### config.mk
export PLATFORM = sky130hd
export DESIGN_NAME = led_matrix_command_and_scan_unit_flat
export DESIGN_NICKNAME = d
export VERILOG_FILES = /design/src/hw/rtl/lmcs_pkg.sv /design/src/hw/rtl/lmcs_chan_if.sv /design/src/hw/rtl/led_matrix_command_and_scan_unit.sv /design/src/flat_wrapper.sv
export SDC_FILE = /design/constraint.sdc
export NUM_CORES = 1
export LEC_CHECK = 0
export BUFFER_PORTS_ARGS = -buffer_cell sky130_fd_sc_hd__buf_2
export CORE_ASPECT_RATIO = 0.75
export CORE_MARGIN = 3
export CORE_UTILIZATION = 60
export CTS_CLUSTER_SIZE = 25
export DETAILED_ROUTE_END_ITERATION = 10
export MAX_ROUTING_LAYER = met4
export PLACE_DENSITY_LB_ADDON = 0.25
export SLEW_MARGIN = 20
export SYNTH_ARGS = -nofsm -noshare
export SYNTH_HDL_FRONTEND = slang
export SYNTH_SLANG_ARGS = --single-unit
### constraint.sdc
create_clock -name i_clk -period 6.75 [get_ports i_clk]
set_input_delay 1.35 -clock i_clk [delete_from_list [all_inputs] [get_ports i_clk]]
set_output_delay 1.35 -clock i_clk [all_outputs]
set_load 0.005 [all_outputs]
### src/hw/rtl/lmcs_pkg.sv
// ----------------------------------------------------------------------------
// LED matrix command and scan package
// Types, command codes and default sizes shared by the unit and its checker.
// ----------------------------------------------------------------------------
`timescale 1ns / 1ps

package lmcs_pkg;

    localparam int ROW_COUNT_DEF    = 7;
    localparam int COLUMN_COUNT_DEF = 5;

    localparam logic ITEM_BYTE = 1'b0;
    localparam logic ITEM_TICK = 1'b1;

    localparam logic PHASE_COMMAND = 1'b0;
    localparam logic PHASE_DATA    = 1'b1;

    localparam logic [7:0] CMD_NONE       = 8'h00;
    localparam logic [7:0] CMD_ROW_FIRST  = 8'h01;
    localparam logic [7:0] CMD_ROW_LAST   = 8'h07;
    localparam logic [7:0] CMD_GLYPH      = 8'h08;
    localparam logic [7:0] CMD_CLEAR      = 8'h09;
    localparam logic [7:0] CMD_DISPLAY    = 8'h10;
    localparam logic [7:0] CMD_LOAD_FIRST = 8'h20;
    localparam logic [7:0] CMD_LOAD_LAST  = 8'h2F;
    localparam logic [7:0] CMD_SAVE_FIRST = 8'h30;
    localparam logic [7:0] CMD_SAVE_LAST  = 8'h3F;

    typedef enum logic [1:0] {
        STORE_NONE = 2'd0,
        STORE_LOAD = 2'd1,
        STORE_SAVE = 2'd2
    } t_store_req;

    typedef struct packed {
        logic       command;
        logic [7:0] data_byte;
    } t_in_req;

    typedef struct packed {
        logic       pixel_lit;
        logic [2:0] drive_row;
        logic [2:0] drive_column;
        logic       glyph_request;
        logic [7:0] glyph_code;
        logic [1:0] store_request;
        logic [3:0] store_slot;
    } t_out_req;

endpackage

### src/hw/rtl/lmcs_chan_if.sv
// ----------------------------------------------------------------------------
// LED matrix command and scan channel
// Valid and ready handshake carrying one request of the given type.
// ----------------------------------------------------------------------------
`timescale 1ns / 1ps

interface lmcs_chan_if #(
    parameter type T = logic
);

    logic valid;
    logic ready;
    T     payload;

    modport source (
        output valid,
        input  ready,
        output payload
    );

    modport sink (
        input  valid,
        output ready,
        input  payload
    );

endinterface

### src/hw/rtl/led_matrix_command_and_scan_unit.sv
// ----------------------------------------------------------------------------
// LED matrix command and scan unit
// Command decoder and one-pixel multiplex scan for a dot-matrix display.
//
// Requests on i_in carry either a received serial byte or a scan tick. Bytes
// come in pairs: the first is latched as a command, the second is its data
// and executes the pair (row write, glyph request, clear, display on or off,
// image load or save request). Scan ticks step the scan one pixel while the
// display is on and drive the lit pixel, if any.
// Every accepted request yields exactly one request on o_out, which shows
// the drive after that step and one-step glyph and store request pulses.
// A request is registered on entry and decoded against the display state, which
// writes the result register: the result is offered once it has passed the input
// register and then the result register, and one request can be accepted every
// cycle while o_out does not stall.
// When o_out stalls, the result register holds, the input register fills and
// then i_in.ready drops until the result is taken; nothing is dropped.
// Reset blanks all rows, turns the display off, darkens the drive, resets
// the scan position and the byte pairing, and empties both registers.
// ----------------------------------------------------------------------------
`timescale 1ns / 1ps

module led_matrix_command_and_scan_unit #(
    parameter int ROW_COUNT    = lmcs_pkg::ROW_COUNT_DEF,
    parameter int COLUMN_COUNT = lmcs_pkg::COLUMN_COUNT_DEF
) (
    input  logic        i_clk,
    input  logic        i_rst_n,
    lmcs_chan_if.sink   i_in,
    lmcs_chan_if.source o_out
);

    import lmcs_pkg::*;

    localparam int RW = (ROW_COUNT > 1) ? $clog2(ROW_COUNT) : 1;
    localparam int CW = (COLUMN_COUNT > 1) ? $clog2(COLUMN_COUNT) : 1;

    logic                    r_in_valid;
    t_in_req                 r_in;
    logic                    r_out_valid;
    t_out_req                r_out;
    t_out_req                n_out;

    logic [COLUMN_COUNT-1:0] r_rows [ROW_COUNT];
    logic [COLUMN_COUNT-1:0] n_rows [ROW_COUNT];
    logic                    r_byte_phase;
    logic                    n_byte_phase;
    logic [7:0]              r_cmd;
    logic [7:0]              n_cmd;
    logic [CW-1:0]           r_scan_col;
    logic [CW-1:0]           n_scan_col;
    logic [RW-1:0]           r_scan_row;
    logic [RW-1:0]           n_scan_row;
    logic                    r_enabled;
    logic                    n_enabled;
    logic                    r_drv_lit;
    logic                    n_drv_lit;
    logic [2:0]              r_drv_row;
    logic [2:0]              n_drv_row;
    logic [2:0]              r_drv_col;
    logic [2:0]              n_drv_col;

    logic                    w_advance;
    logic                    w_in_accept;
    logic [COLUMN_COUNT-1:0] w_row_bits;
    logic [COLUMN_COUNT-1:0] w_row_shift;
    logic [CW-1:0]           w_bitpos;
    logic                    w_pixel;
    logic [2:0]              w_wr_row;
    logic                    w_wr_ok;

    assign w_advance   = r_in_valid && (!r_out_valid || o_out.ready);
    assign w_in_accept = i_in.valid && i_in.ready;
    assign i_in.ready  = !r_in_valid || w_advance;
    assign o_out.valid   = r_out_valid;
    assign o_out.payload = r_out;

    always_comb begin
        w_row_bits = '0;
        for (int i = 0; i < ROW_COUNT; i++) begin
            if (r_scan_row == RW'(i)) begin
                w_row_bits = r_rows[i];
            end
        end
        w_bitpos    = CW'(COLUMN_COUNT - 1) - r_scan_col;
        w_row_shift = w_row_bits >> w_bitpos;
        w_pixel     = w_row_shift[0] && (32'(r_scan_col) < COLUMN_COUNT)
                      && (32'(r_scan_row) < ROW_COUNT);
        w_wr_row    = 3'(r_cmd - CMD_ROW_FIRST);
        w_wr_ok     = (32'(w_wr_row) < ROW_COUNT);
    end

    always_comb begin
        n_rows       = r_rows;
        n_byte_phase = r_byte_phase;
        n_cmd        = r_cmd;
        n_scan_col   = r_scan_col;
        n_scan_row   = r_scan_row;
        n_enabled    = r_enabled;
        n_drv_lit    = r_drv_lit;
        n_drv_row    = r_drv_row;
        n_drv_col    = r_drv_col;
        n_out        = '0;

        if (r_in.command == ITEM_TICK) begin
            if (r_enabled) begin
                n_drv_lit = w_pixel;
                n_drv_row = w_pixel ? (3'(ROW_COUNT - 1) - 3'(r_scan_row)) : 3'd0;
                n_drv_col = w_pixel ? 3'(w_bitpos) : 3'd0;
                if (r_scan_col >= CW'(COLUMN_COUNT - 1)) begin
                    n_scan_col = '0;
                    if (r_scan_row >= RW'(ROW_COUNT - 1)) begin
                        n_scan_row = '0;
                    end else begin
                        n_scan_row = r_scan_row + 1'b1;
                    end
                end else begin
                    n_scan_col = r_scan_col + 1'b1;
                end
            end
        end else if (r_byte_phase == PHASE_COMMAND) begin
            n_cmd        = r_in.data_byte;
            n_byte_phase = PHASE_DATA;
        end else begin
            n_byte_phase = PHASE_COMMAND;
            n_cmd        = CMD_NONE;
            if (r_cmd inside {[CMD_ROW_FIRST:CMD_ROW_LAST]}) begin
                for (int i = 0; i < ROW_COUNT; i++) begin
                    if (w_wr_ok && (w_wr_row == 3'(i))) begin
                        n_rows[i] = r_in.data_byte[COLUMN_COUNT-1:0];
                    end
                end
            end else if (r_cmd == CMD_GLYPH) begin
                if (r_in.data_byte != 8'd0) begin
                    n_out.glyph_request = 1'b1;
                    n_out.glyph_code    = r_in.data_byte;
                end
            end else if (r_cmd == CMD_CLEAR) begin
                for (int i = 0; i < ROW_COUNT; i++) begin
                    n_rows[i] = '0;
                end
            end else if (r_cmd == CMD_DISPLAY) begin
                if (r_in.data_byte[0]) begin
                    n_enabled = 1'b1;
                end else begin
                    n_enabled = 1'b0;
                    n_drv_lit = 1'b0;
                    n_drv_row = 3'd0;
                    n_drv_col = 3'd0;
                end
            end else if (r_cmd inside {[CMD_LOAD_FIRST:CMD_LOAD_LAST]}) begin
                n_out.store_request = STORE_LOAD;
                n_out.store_slot    = r_cmd[3:0];
            end else if (r_cmd inside {[CMD_SAVE_FIRST:CMD_SAVE_LAST]}) begin
                n_out.store_request = STORE_SAVE;
                n_out.store_slot    = r_cmd[3:0];
            end
        end

        n_out.pixel_lit    = n_drv_lit;
        n_out.drive_row    = n_drv_row;
        n_out.drive_column = n_drv_col;
    end

    always_ff @(posedge i_clk) begin
        if (!i_rst_n) begin
            r_in_valid   <= 1'b0;
            r_out_valid  <= 1'b0;
            r_byte_phase <= PHASE_COMMAND;
            r_cmd        <= CMD_NONE;
            r_scan_col   <= '0;
            r_scan_row   <= '0;
            r_enabled    <= 1'b0;
            r_drv_lit    <= 1'b0;
            r_drv_row    <= 3'd0;
            r_drv_col    <= 3'd0;
            for (int i = 0; i < ROW_COUNT; i++) begin
                r_rows[i] <= '0;
            end
        end else begin
            if (w_in_accept) begin
                r_in_valid <= 1'b1;
            end else if (w_advance) begin
                r_in_valid <= 1'b0;
            end
            if (w_advance) begin
                r_out_valid  <= 1'b1;
                r_byte_phase <= n_byte_phase;
                r_cmd        <= n_cmd;
                r_scan_col   <= n_scan_col;
                r_scan_row   <= n_scan_row;
                r_enabled    <= n_enabled;
                r_drv_lit    <= n_drv_lit;
                r_drv_row    <= n_drv_row;
                r_drv_col    <= n_drv_col;
                r_rows       <= n_rows;
            end else if (o_out.ready) begin
                r_out_valid <= 1'b0;
            end
        end
    end

    always_ff @(posedge i_clk) begin
        if (w_in_accept) begin
            r_in <= i_in.payload;
        end
        if (w_advance) begin
            r_out <= n_out;
        end
    end

endmodule

### src/flat_wrapper.sv
// flat-port wrapper written by rule: the top's interface ports become plain ports
module led_matrix_command_and_scan_unit_flat import lmcs_pkg::*;
#(
    parameter int ROW_COUNT    = lmcs_pkg::ROW_COUNT_DEF,
    parameter int COLUMN_COUNT = lmcs_pkg::COLUMN_COUNT_DEF
)
  (i_clk, i_rst_n, i_in_valid, i_in_ready, i_in_payload, o_out_valid, o_out_ready, o_out_payload);
  lmcs_chan_if #(.T(t_in_req)) i_in_i ();
  lmcs_chan_if #(.T(t_out_req)) o_out_i ();
  input  logic i_clk;
  input  logic i_rst_n;
  input wire logic [$bits(i_in_i.valid)-1:0] i_in_valid;
  output wire logic [$bits(i_in_i.ready)-1:0] i_in_ready;
  input wire logic [$bits(i_in_i.payload)-1:0] i_in_payload;
  output wire logic [$bits(o_out_i.valid)-1:0] o_out_valid;
  input wire logic [$bits(o_out_i.ready)-1:0] o_out_ready;
  output wire logic [$bits(o_out_i.payload)-1:0] o_out_payload;
  assign i_in_i.valid = i_in_valid;
  assign i_in_ready = i_in_i.ready;
  assign i_in_i.payload = i_in_payload;
  assign o_out_valid = o_out_i.valid;
  assign o_out_i.ready = o_out_ready;
  assign o_out_payload = o_out_i.payload;
  led_matrix_command_and_scan_unit #(.ROW_COUNT(ROW_COUNT), .COLUMN_COUNT(COLUMN_COUNT)) u_core (.i_clk(i_clk), .i_rst_n(i_rst_n), .i_in(i_in_i), .o_out(o_out_i));
endmodule
==> run_results.csv, run 1 <==
group,metric,value,unit
status,outcome,"completed",
synthesis,syn_avg_cell_area,9.77,um^2
flow_run,cap_viol_max_count,0,
worst_setup_path,slowest_stage,"clkinv_1",
cells_and_area,post-route-util,0.694,
synthesis,syn-instance-count,452,
synthesis,synth-edff-count,31,
sta,final.min_clock_period,3.58,ns
power_and_ir_drop,clkPwrFrac,0.389,
worst_setup_path,crit_path_end_kind,"flop",
place,dp_slack,2.82,ns
sta,finalSetupTns,0,ns
hold_path,holdCritPathClass,"flop to flop",
clocking,cts_root_buf,"clkbuf_8",
floorplanning,die-area,8430,um^2
synthesis,synth_ff_type,"dfxtp_1",
global_route,grt_pass1_wl,15600,um
global_route,antenna_found_initial,0,
sta,clock_skew,0.0101,ns
worst_setup_path,start_kind,"primary input",
power_and_ir_drop,switching_share,0.229,
sta,tightest_slew,0.935,ns
place,dpl_cell_area,4610,um^2
detailed_routing,ant_nets,0,
global_route,grt_usage,0.240,
floorplanning,core_area,6960,um^2
power_and_ir_drop,seq_power_share,0.560,
worst_setup_path,worstPathArrival,3.83,ns
worst_setup_path,path_max_fanout,30,
worst_setup_path,path_cells,"buf_2 -> nor2b_1 -> nand2b_1 -> clkinv_1 -> and4_4 -> o21ai_4 -> mux2i_1 -> nor2b_1",
detailed_routing,drt_iter0_markers,232,
synthesis,yosys.area.top_type,"dfxtp_1",
power_and_ir_drop,finalPower,1.05,mW
clocking,cts_inserted_buffers,9,
power_and_ir_drop,p_int,811,uW
clocking,cts_tree,"built",
sta,setup_viol,0,
place,placedCellCount,562,
clocking,clk_pin_slew,0.09,ns
detailed_routing,dr_total_vias,3437,
synthesis,syn_area,4420,um^2
detailed_routing,dr.pass1.iters,5,
cells_and_area,area_delta_synth_final,9.38,%
sta,setup_ws,3.17,ns
synthesis,synth_xor_area_frac,0.00595,
worst_setup_path,path_class,"primary input to flop",
clocking,postCtsHoldBufs,0,
global_route,first_global_vias,3161,
floorplanning,die_x,105,um
power_and_ir_drop,p_comb_frac,0.051,
worst_setup_path,cp_common_cell,"nor2b_1",
detailed_routing,post-route-drc-count,0,
floorplanning,io_pins,37,
worst_setup_path,r2r_cells,7,
place,place.gp.congestion,0.940,
place,hpwl,6580,um
power_and_ir_drop,p_per_area,218,nW/um^2
clocking,clkLatencyLatePin,0.36,ns
clocking,cts-resized-gates,0,
sta,timing.hold.ws,0.454,ns
synthesis,synth_compound_area_frac,0.189,
synthesis,synth-simple-area-share,0.224,
synthesis,yosysWarnings,0,
worst_setup_path,slowest_delay,0.81,ns
power_and_ir_drop,power_switching,241,uW
floorplanning,start_util,0.634,
sta,min_period_over_period,0.530,
cells_and_area,antenna_cells,0,
cells_and_area,finish.instance_area,4830,um^2
synthesis,synth_mux_area_frac,0.0181,
sta,maxSlewHeadroom,0.373,
worst_setup_path,crit_required,7.00,ns
global_route,grt_max_degree,56,
detailed_routing,avgRoutedWirePerCell,16.0,um
synthesis,ys_async_sr_fraction,0,
synthesis,synth_fp_nets,479,
synthesis,synth_fa_ha_area_frac,0.0397,
sta,rsz0062_at_grt,"no",
sta,hold_viol_final,0,
cells_and_area,layout_common_cells,"dfxtp_1, nand2_1, buf_2, edfxtp_1, nor2b_1",
floorplanning,rows,26,
floorplanning,die_h,80.3,um
sta,max_freq,279,MHz
clocking,post_cts_buffers,0,
cells_and_area,nNetsFinal,502,
detailed_routing,routed_wl,9270,um
synthesis,synth_seq_area_share,0.483,
power_and_ir_drop,leakage,1.70,nW
cells_and_area,final_common_cell,"dfxtp_1",
sta,slew_viol_final,0,
global_route,grt_remaining_overflow,0,
clocking,clockBufferDepth,2,
cells_and_area,drive_gt1_frac,0.138,
cells_and_area,stdcell_count,578,
synthesis,synth_seq_cells,91,
detailed_routing,viasPerCell,5.95,
synthesis,synth_top_area_share,0.272,
place,portBuffers,36,
synthesis,synth_top_family_by_area,"simple AND/OR/NAND/NOR gates",
clocking,htree_levels,3,
synthesis,ys_top_cells_by_area,"dfxtp_1, edfxtp_1, nor2b_1, nand2_1, ha_1",
hold_path,holdPathStages,2,
synthesis,synth.distinct_cells,59,
power_and_ir_drop,vdd_drop_max,0.144,mV
clocking,clock_sink_count,91,
layer usage:
metal	vias up	global-route usage	wire (um)
li1	1664	-	-
met1	1632	0.319	4280
met2	128	0.381	4170
met3	13	0.0482	708
met4	0	0.0629	112
met5	-	-	0
worst max-delay path: cells and delay by family:
kind / cells / cell delay [ns]
AOI/OAI and AO/OA: 1 / 0.15
buffers and inverters: 2 / 0.90
muxes: 1 / 0.24
and+or+nand+nor: 4 / 1.16
path summary, 6_finish.rpt:
| kind | start | end | slack, ns |
|---|---|---|---|
| max | o_out_ready | u_core.r_rows[19] | 3.17 |
| min | u_core.r_rows[2] | u_core.r_rows[2] | 0.45 |
| max reg2reg | u_core.r_scan_row[2] | u_core.o_out.payload[20] | 3.49 |
| min reg2reg | u_core.r_rows[2] | u_core.r_rows[2] | 0.45 |
cells in the mapped netlist, drive strengths merged, types with 11 or more instances:
| master | count |
|---|---|
| a21boi | 30 |
| a22oi | 15 |
| and2 | 17 |
| clkbuf | 19 |
| dfxtp | 60 |
| edfxtp | 31 |
| ha | 14 |
| inv | 17 |
| nand2 | 50 |
| nand3 | 19 |
| nand3b | 11 |
| nor2 | 18 |
| nor2b | 30 |
| o21ai | 15 |
cells by family (layout without fill, tap and decap cells):
kind of cell,count (synthesis),in the layout
adder cells (fa/ha/maj),14,14
AO/OA/AOI/OAI,113,113
flip-flops,91,91
buffers and inverters,42,70
XOR/XNOR,3,3
multiplexers,8,8
AND/OR/NAND/NOR,181,181
registers in the layout, indices dropped and copies added (netlist names):
signal                count
u_core.o_out.valid        1
u_core.o_out.payload     22
u_core.r_drv_col          3
u_core.r_enabled          1
u_core.r_cmd              8
u_core.r_scan_row         3
u_core.r_drv_row          3
u_core.r_scan_col         3
u_core.r_drv_lit          1
u_core.r_in               9
u_core.r_byte_phase       1
u_core.r_in_valid         1
u_core.r_rows            35
power groups by stage:
stage / logic, mW / registers (mW) / clock network (mW)
6_report: 0.0541 / 0.588 / 0.409
3_5_place_dp: 0.0536 / 0.601 / 0
4_1_cts: 0.0539 / 0.588 / 0.412
3_3_place_gp: 0.0523 / 0.600 / 0
5_1_grt: 0.0600 / 0.590 / 0.437
2_1_floorplan: 0.0387 / 0.596 / 0
area by class of cell:
class / instances / area [um^2]
well taps: 98 / 123
inverters: 18 / 67.6
multi-input cells: 319 / 2100
fillers: 577 / 2130
flip-flops and latches: 91 / 2130
clock inverters: 6 / 95.1
clock buffers: 10 / 128
repair buffers: 36 / 180
Note: power is estimated with default switching activity, not from simulation.
==> inputs of run 2 (changes only) <==
ABC_AREA = 1   (was unset)
CORE_UTILIZATION = 54   (was 60)
clock period = 3.16 ns   (was 6.75 ns; I/O delays follow)
==> run 2 against run 1 <==
- combinational power grew to 3.2 times the previous value
- clock power grew 75%
- total power grew 110%
- clock skew grew 0.0048 ns
- global-route usage shrank 0.93 points
- sequential share of layout area grew 0.70 points
==> run_results.csv, run 2 <==
group,metric,value,unit
cells_and_area,final_common_cell,"nand2_1",
clocking,clk_pin_slew,0.09,ns
sta,clock_skew,0.0149,ns
detailed_routing,drt_iter0_markers,325,
worst_setup_path,cp_num_buf_inv,1,
clocking,htree_levels,3,
worst_setup_path,crit_path_end_kind,"flop",
synthesis,synth_ff_type,"dfxtp_1",
worst_setup_path,path_max_fanout,7,
synthesis,synth-simple-area-share,0.197,
clocking,cts_tree,"built",
synthesis,synth_fa_ha_area_frac,0.0409,
synthesis,syn_avg_cell_area,8.06,um^2
status,outcome,"completed",
clocking,cts-resized-gates,0,
detailed_routing,viasPerCell,5.34,
synthesis,synth_fp_nets,559,
synthesis,synth_xor_area_frac,0.00409,
worst_setup_path,slowest_stage,"dfxtp_1",
cells_and_area,nNetsFinal,599,
place,portBuffers,36,
global_route,first_global_vias,3360,
clocking,postCtsHoldBufs,0,
power_and_ir_drop,power_switching,566,uW
synthesis,synth_seq_area_share,0.497,
detailed_routing,wl_met1,4670,um
synthesis,synth_seq_cells,91,
worst_setup_path,reg2reg_to,"u_core.r_drv_row[1]",
floorplanning,core_area,7530,um^2
detailed_routing,post-route-drc-count,0,
synthesis,synth_mux_area_frac,0,
floorplanning,rows,27,
floorplanning,die_h,83.2,um
floorplanning,die-area,9060,um^2
synthesis,ys_async_sr_fraction,0,
synthesis,ys_top_cells_by_area,"dfxtp_1, edfxtp_1, a21oi_1, nand2_1, inv_1",
synthesis,synth.distinct_cells,33,
cells_and_area,regArea,2130,um^2
sta,maxSlewHeadroom,0.534,
place,hpwl,7010,um
sta,tightest_slew,0.694,ns
floorplanning,io_pins,37,
clocking,post_cts_buffers,0,
cells_and_area,largest-register,"u_core.r_rows",
place,dpl_cell_area,4580,um^2
cells_and_area,area_delta_synth_final,10.9,%
worst_setup_path,worstSetupPathDepth,15,
detailed_routing,wl_met2,4230,um
global_route,grt_usage,0.231,
global_route,grt_remaining_overflow,0,
power_and_ir_drop,switching_share,0.262,
power_and_ir_drop,p_int,1.59,mW
sta,finalSetupTns,0,ns
synthesis,syn-instance-count,532,
sta,slew_viol_final,0,
synthesis,synth-edff-count,31,
sta,timing.hold.ws,0.435,ns
clocking,clock_sink_count,91,
floorplanning,start_util,0.569,
synthesis,synth_top_cells_by_count,"nand2_1, inv_1, a21oi_1",
power_and_ir_drop,leakage,2.02,nW
hold_path,holdPathStages,1,
sta,hold_viol_final,0,
synthesis,yosysWarnings,0,
synthesis,synth_top_family_by_area,"simple AND/OR/NAND/NOR gates",
cells_and_area,largest_register_ffs,35,
cells_and_area,stdcell_count,678,
worst_setup_path,path_cells,"ha_1 -> inv_1 -> nor2_1 -> nand2_1 -> nand3_1 -> nand3_1 -> nand2_1 -> a21oi_1 -> o21ai_0 -> nand2_1 -> nand2_1 -> nand3_1 -> nand2_1 -> nand2_1 -> a21oi_1",
global_route,grt_max_degree,27,
power_and_ir_drop,clkPwrFrac,0.332,
floorplanning,die_x,109,um
cells_and_area,multi_input_area,1780,um^2
flow_run,cap_viol_max_count,0,
sta,max_freq,396,MHz
cells_and_area,drive_gt1_frac,0.125,
worst_setup_path,r2r_start,"u_core.r_scan_row[0]",
worst_setup_path,r2r_slack,0.64,ns
sta,rsz0062_at_grt,"no",
global_route,grt_pass1_wl,16100,um
worst_setup_path,cp-startpoint,"u_core.r_scan_row[0]",
synthesis,synth_top_area_share,0.280,
cells_and_area,fillers,639,
hold_path,holdCritPathClass,"primary input to flop",
worst_setup_path,start_kind,"flop",
worst_setup_path,crit_required,3.46,ns
synthesis,synth_compound_area_frac,0.173,
cells_and_area,layout_common_cells,"nand2_1, inv_1, a21oi_1, dfxtp_1, buf_2",
detailed_routing,avgRoutedWirePerCell,14.2,um
worst_setup_path,slowest_delay,0.46,ns
worst_setup_path,worstPathArrival,2.82,ns
cells_and_area,antenna_cells,0,
place,placedCellCount,662,
clocking,cts_inserted_buffers,9,
detailed_routing,wl_met3,638,um
synthesis,syn_area,4290,um^2
power_and_ir_drop,seq_power_share,0.588,
detailed_routing,dr.pass1.iters,5,
sta,setup_viol,0,
cells_and_area,finish.instance_area,4750,um^2
synthesis,yosys.area.top_type,"dfxtp_1",
detailed_routing,ant_nets,0,
worst_setup_path,cp_common_cell,"nand2_1",
place,place.gp.congestion,0.961,
detailed_routing,routed_wl,9630,um
worst_setup_path,crit_family,"simple AND/OR/NAND/NOR gates",
sta,final.min_clock_period,2.52,ns
power_and_ir_drop,vdd_drop_max,0.277,mV
clocking,clockBufferDepth,2,
worst_setup_path,r2r_cells,15,
global_route,antenna_found_initial,0,
detailed_routing,maxUsedRoutingLayer,"met4",
synthesis,yosysMostFrequentCell,"nand2_1",
detailed_routing,dr_total_vias,3621,
power_and_ir_drop,p_per_area,453,nW/um^2
clocking,cts_root_buf,"clkbuf_8",
hold_path,holdPathEnd,"u_core.r_in[3]",
worst_setup_path,path_class,"flop to flop",
power_and_ir_drop,p_comb_frac,0.080,
clocking,clkLatencyLatePin,0.36,ns
hold_path,min_from,"i_in_payload[3]",
sta,min_period_over_period,0.799,
## run 2: cells by family after synthesis
kind of cell / Yosys count
buf+inv: 99
simple gates: 183
compound gates: 143
flops: 91
fa+ha+maj: 14
xor+xnor: 2
## run 2: cell type report
cell class | instances | area share
clock inverter | 7 | 0.0108
inverter | 88 | 0.0695
clock buffer | 9 | 0.0261
timing repair buffer | 40 | 0.0442
tap | 101 | 0.0266
sequential | 91 | 0.448
multi-input combinational | 342 | 0.374
## run 2: metrics by stage
step / power [mW] / setup slack, ns / utilization
after floorplan: 1.40 / 1.03 / -
after global placement: 1.46 / 0.766 / 0.608
after detailed placement: 1.46 / 0.707 / 0.608
after CTS: 2.17 / 0.675 / 0.631
after global routing: 2.25 / 0.311 / 0.631
final: 2.16 / 0.636 / 0.631
## run 2: power by group through the flow
stage | sequential [mW] | combinational (mW) | clock [mW]
6_report | 1.27 | 0.173 | 0.716
5_1_grt | 1.27 | 0.193 | 0.786
4_1_cts | 1.27 | 0.171 | 0.731
3_5_place_dp | 1.29 | 0.169 | 0
3_3_place_gp | 1.29 | 0.164 | 0
2_1_floorplan | 1.29 | 0.112 | 0
## run 2: worst max path at each step
stage,end,slack (ns)
final,u_core.r_drv_row[1],0.64
after global routing,u_core.r_drv_row[1],0.31
after detailed placement,u_core.r_drv_row[1],0.71
after floorplan,u_core.o_out.payload[0],1.03
after global placement,u_core.o_out.payload[19],0.77
after CTS,u_core.r_drv_row[1],0.67
## run 2: routing by layer
metal | vias to the layer above | GRT usage
met4 | 0 | 0.0539
met5 | - | -
met3 | 8 | 0.0490
met2 | 119 | 0.335
li1 | 1848 | -
met1 | 1646 | 0.331
==> inputs of run 3 (changes only) <==
ABC_AREA = 0   (was 1)
clock period = 2.3 ns   (was 3.16 ns; I/O delays follow)
==> run 3 against run 2 <==
- the flow now finishes with violations (setup timing)
- critical path depth fell by 5
- cell count decreased by 9.0%
- via count up 1.4%
- sequential cell count is the same
- design area grew 13%
- critical endpoint is now u_core.o_out.payload[19]
==> run_results.csv, run 3 (synthesis results as in run 1) <==
group,metric,value,unit
floorplanning,die_x,110,um
sta,finalSetupTns,-0.810,ns
status,violations,"setup timing",
cells_and_area,largest-register,"u_core.r_rows",
power_and_ir_drop,leakage,1.92,nW
sta,max_freq,405,MHz
detailed_routing,routed_wl,11300,um
global_route,first_global_vias,3342,
sta,tightest_slew,0.656,ns
sta,setup_ws,-0.168,ns
cells_and_area,final_common_cell,"dfxtp_1",
global_route,grt_pass1_wl,17200,um
place,portBuffers,36,
floorplanning,die-area,9310,um^2
detailed_routing,dr_total_vias,3671,
worst_setup_path,path_cells,"inv_1 -> ha_1 -> ha_1 -> or2_4 -> nor4_1 -> o22ai_1 -> o211ai_1 -> buf_4 -> a21oi_4 -> o31ai_1",
status,outcome,"complete, but fails checks",
cells_and_area,finish.instance_area,5370,um^2
detailed_routing,avgRoutedWirePerCell,18.3,um
power_and_ir_drop,switching_share,0.242,
worst_setup_path,crit_required,2.49,ns
clocking,clk_pin_slew,0.09,ns
power_and_ir_drop,p_int,2.27,mW
cells_and_area,regArea,2140,um^2
cells_and_area,largest_register_ffs,35,
clocking,cts_root_buf,"clkbuf_8",
global_route,grt_usage,0.235,
clocking,htree_levels,3,
sta,min_period_over_period,1.07,
clocking,clockBufferDepth,2,
place,place.gp.congestion,0.935,
floorplanning,die_h,84.3,um
worst_setup_path,slowest_delay,0.34,ns
detailed_routing,post-route-drc-count,0,
sta,slew_viol_final,0,
cells_and_area,layout_common_cells,"dfxtp_1, nand2_1, buf_2, buf_4, edfxtp_1",
power_and_ir_drop,clkPwrFrac,0.365,
detailed_routing,viasPerCell,5.95,
cells_and_area,multi_input_area,2360,um^2
global_route,antenna_found_initial,0,
cells_and_area,antenna_cells,0,
clocking,cts_tree,"built",
worst_setup_path,start_kind,"flop",
cells_and_area,area_delta_synth_final,21.6,%
detailed_routing,drt_iter0_markers,344,
power_and_ir_drop,seq_power_share,0.573,
detailed_routing,dr.pass1.iters,7,
detailed_routing,ant_nets,0,
floorplanning,core_area,7630,um^2
worst_setup_path,path_class,"flop to flop",
worst_setup_path,crit_path_end_kind,"flop",
global_route,grt_max_degree,36,
place,dpl_cell_area,4840,um^2
power_and_ir_drop,p_comb_frac,0.062,
worst_setup_path,worstPathArrival,2.66,ns
cells_and_area,post-route-util,0.703,
sta,clock_skew,0.00713,ns
clocking,clkLatencyLatePin,0.36,ns
sta,hold_viol_final,0,
sta,setup_viol,10,
power_and_ir_drop,vdd_drop_max,0.565,mV
floorplanning,rows,27,
hold_path,holdCritPathClass,"primary input to flop",
power_and_ir_drop,finalPower,3.00,mW
clocking,clock_sink_count,91,
cells_and_area,nNetsFinal,538,
sta,final.min_clock_period,2.47,ns
power_and_ir_drop,power_switching,727,uW
sta,rsz0062_at_grt,"yes",
place,hpwl,7610,um
worst_setup_path,cp_common_cell,"ha_1",
floorplanning,io_pins,37,
worst_setup_path,slowest_stage,"dfxtp_1",
flow_run,cap_viol_max_count,0,
global_route,grt_remaining_overflow,0,
worst_setup_path,path_max_fanout,8,
clocking,cts_inserted_buffers,9,
cells_and_area,fillers,594,
floorplanning,start_util,0.578,
sta,maxSlewHeadroom,0.561,
power_and_ir_drop,p_per_area,559,nW/um^2
cells_and_area,drive_gt1_frac,0.264,
-- run 3: layer usage --
metal / vias up / global-route usage / wire length (um)
met5: - / - / 0
met4: 0 / 0.0515 / 140
met3: 18 / 0.0490 / 891
met2: 175 / 0.341 / 4970
met1: 1730 / 0.340 / 5310
li1: 1748 / - / -
-- run 3: area by class of cell --
| cell class | instances | area share |
|---|---|---|
| Clock inverter | 7 | 0.0138 |
| Clock buffer | 9 | 0.0231 |
| Inverter | 18 | 0.0133 |
| Timing Repair Buffer | 72 | 0.0881 |
| Multi-Input combinational cell | 319 | 0.440 |
| Tap cell | 101 | 0.0235 |
| Sequential cell | 91 | 0.398 |
-- run 3: final timing paths --
path | endpoint | from | slack (ns) | depth (start not counted)
setup / recovery | u_core.o_out.payload[19] | u_core.r_scan_col[0] | -0.17 | 10
hold / removal | u_core.r_in[0] | i_in_payload[0] | 0.27 | 1
setup reg to reg | u_core.o_out.payload[19] | u_core.r_scan_col[0] | -0.17 | 10
hold reg to reg | u_core.r_rows[0] | u_core.r_rows[0] | 0.46 | 2
-- run 3: worst max-delay path: cells and delay by family (launching register included) --
family                   cells  cell delay [ns]
adder cells (fa/ha/maj)      2             0.48
AO/OA/AOI/OAI                4             0.65
buffers and inverters        2             0.22
AND/OR/NAND/NOR              2             0.60
flip-flops                   1             0.34
-- run 3: power groups by stage --
stage          logic, mW  clock network [mW]  registers [mW]
6_report           0.186                1.10            1.72
5_1_grt            0.201                1.19            1.72
4_1_cts            0.179                1.12            1.72
3_5_place_dp       0.179                   0            1.76
3_3_place_gp       0.173                   0            1.76
2_1_floorplan      0.114                   0            1.75
-- run 3: per-stage QoR --
stage          hold WS (ns)  cells  setup slack (ns)
5_1_grt               0.254    617            -0.167
4_1_cts               0.255    611           0.00882
3_3_place_gp          0.435    595            0.0246
2_1_floorplan         0.425    452           0.00563
6_report              0.275    617            -0.168
3_5_place_dp          0.444    595           -0.0559
-- run 3: what timing repair did --
item,4_1_cts,5_1_grt
pin swaps,4,10
hold buffers,0,0
buffers inserted,0,7
resized for setup,4,56
cloned,0,0
setup endpoints to repair,6,17
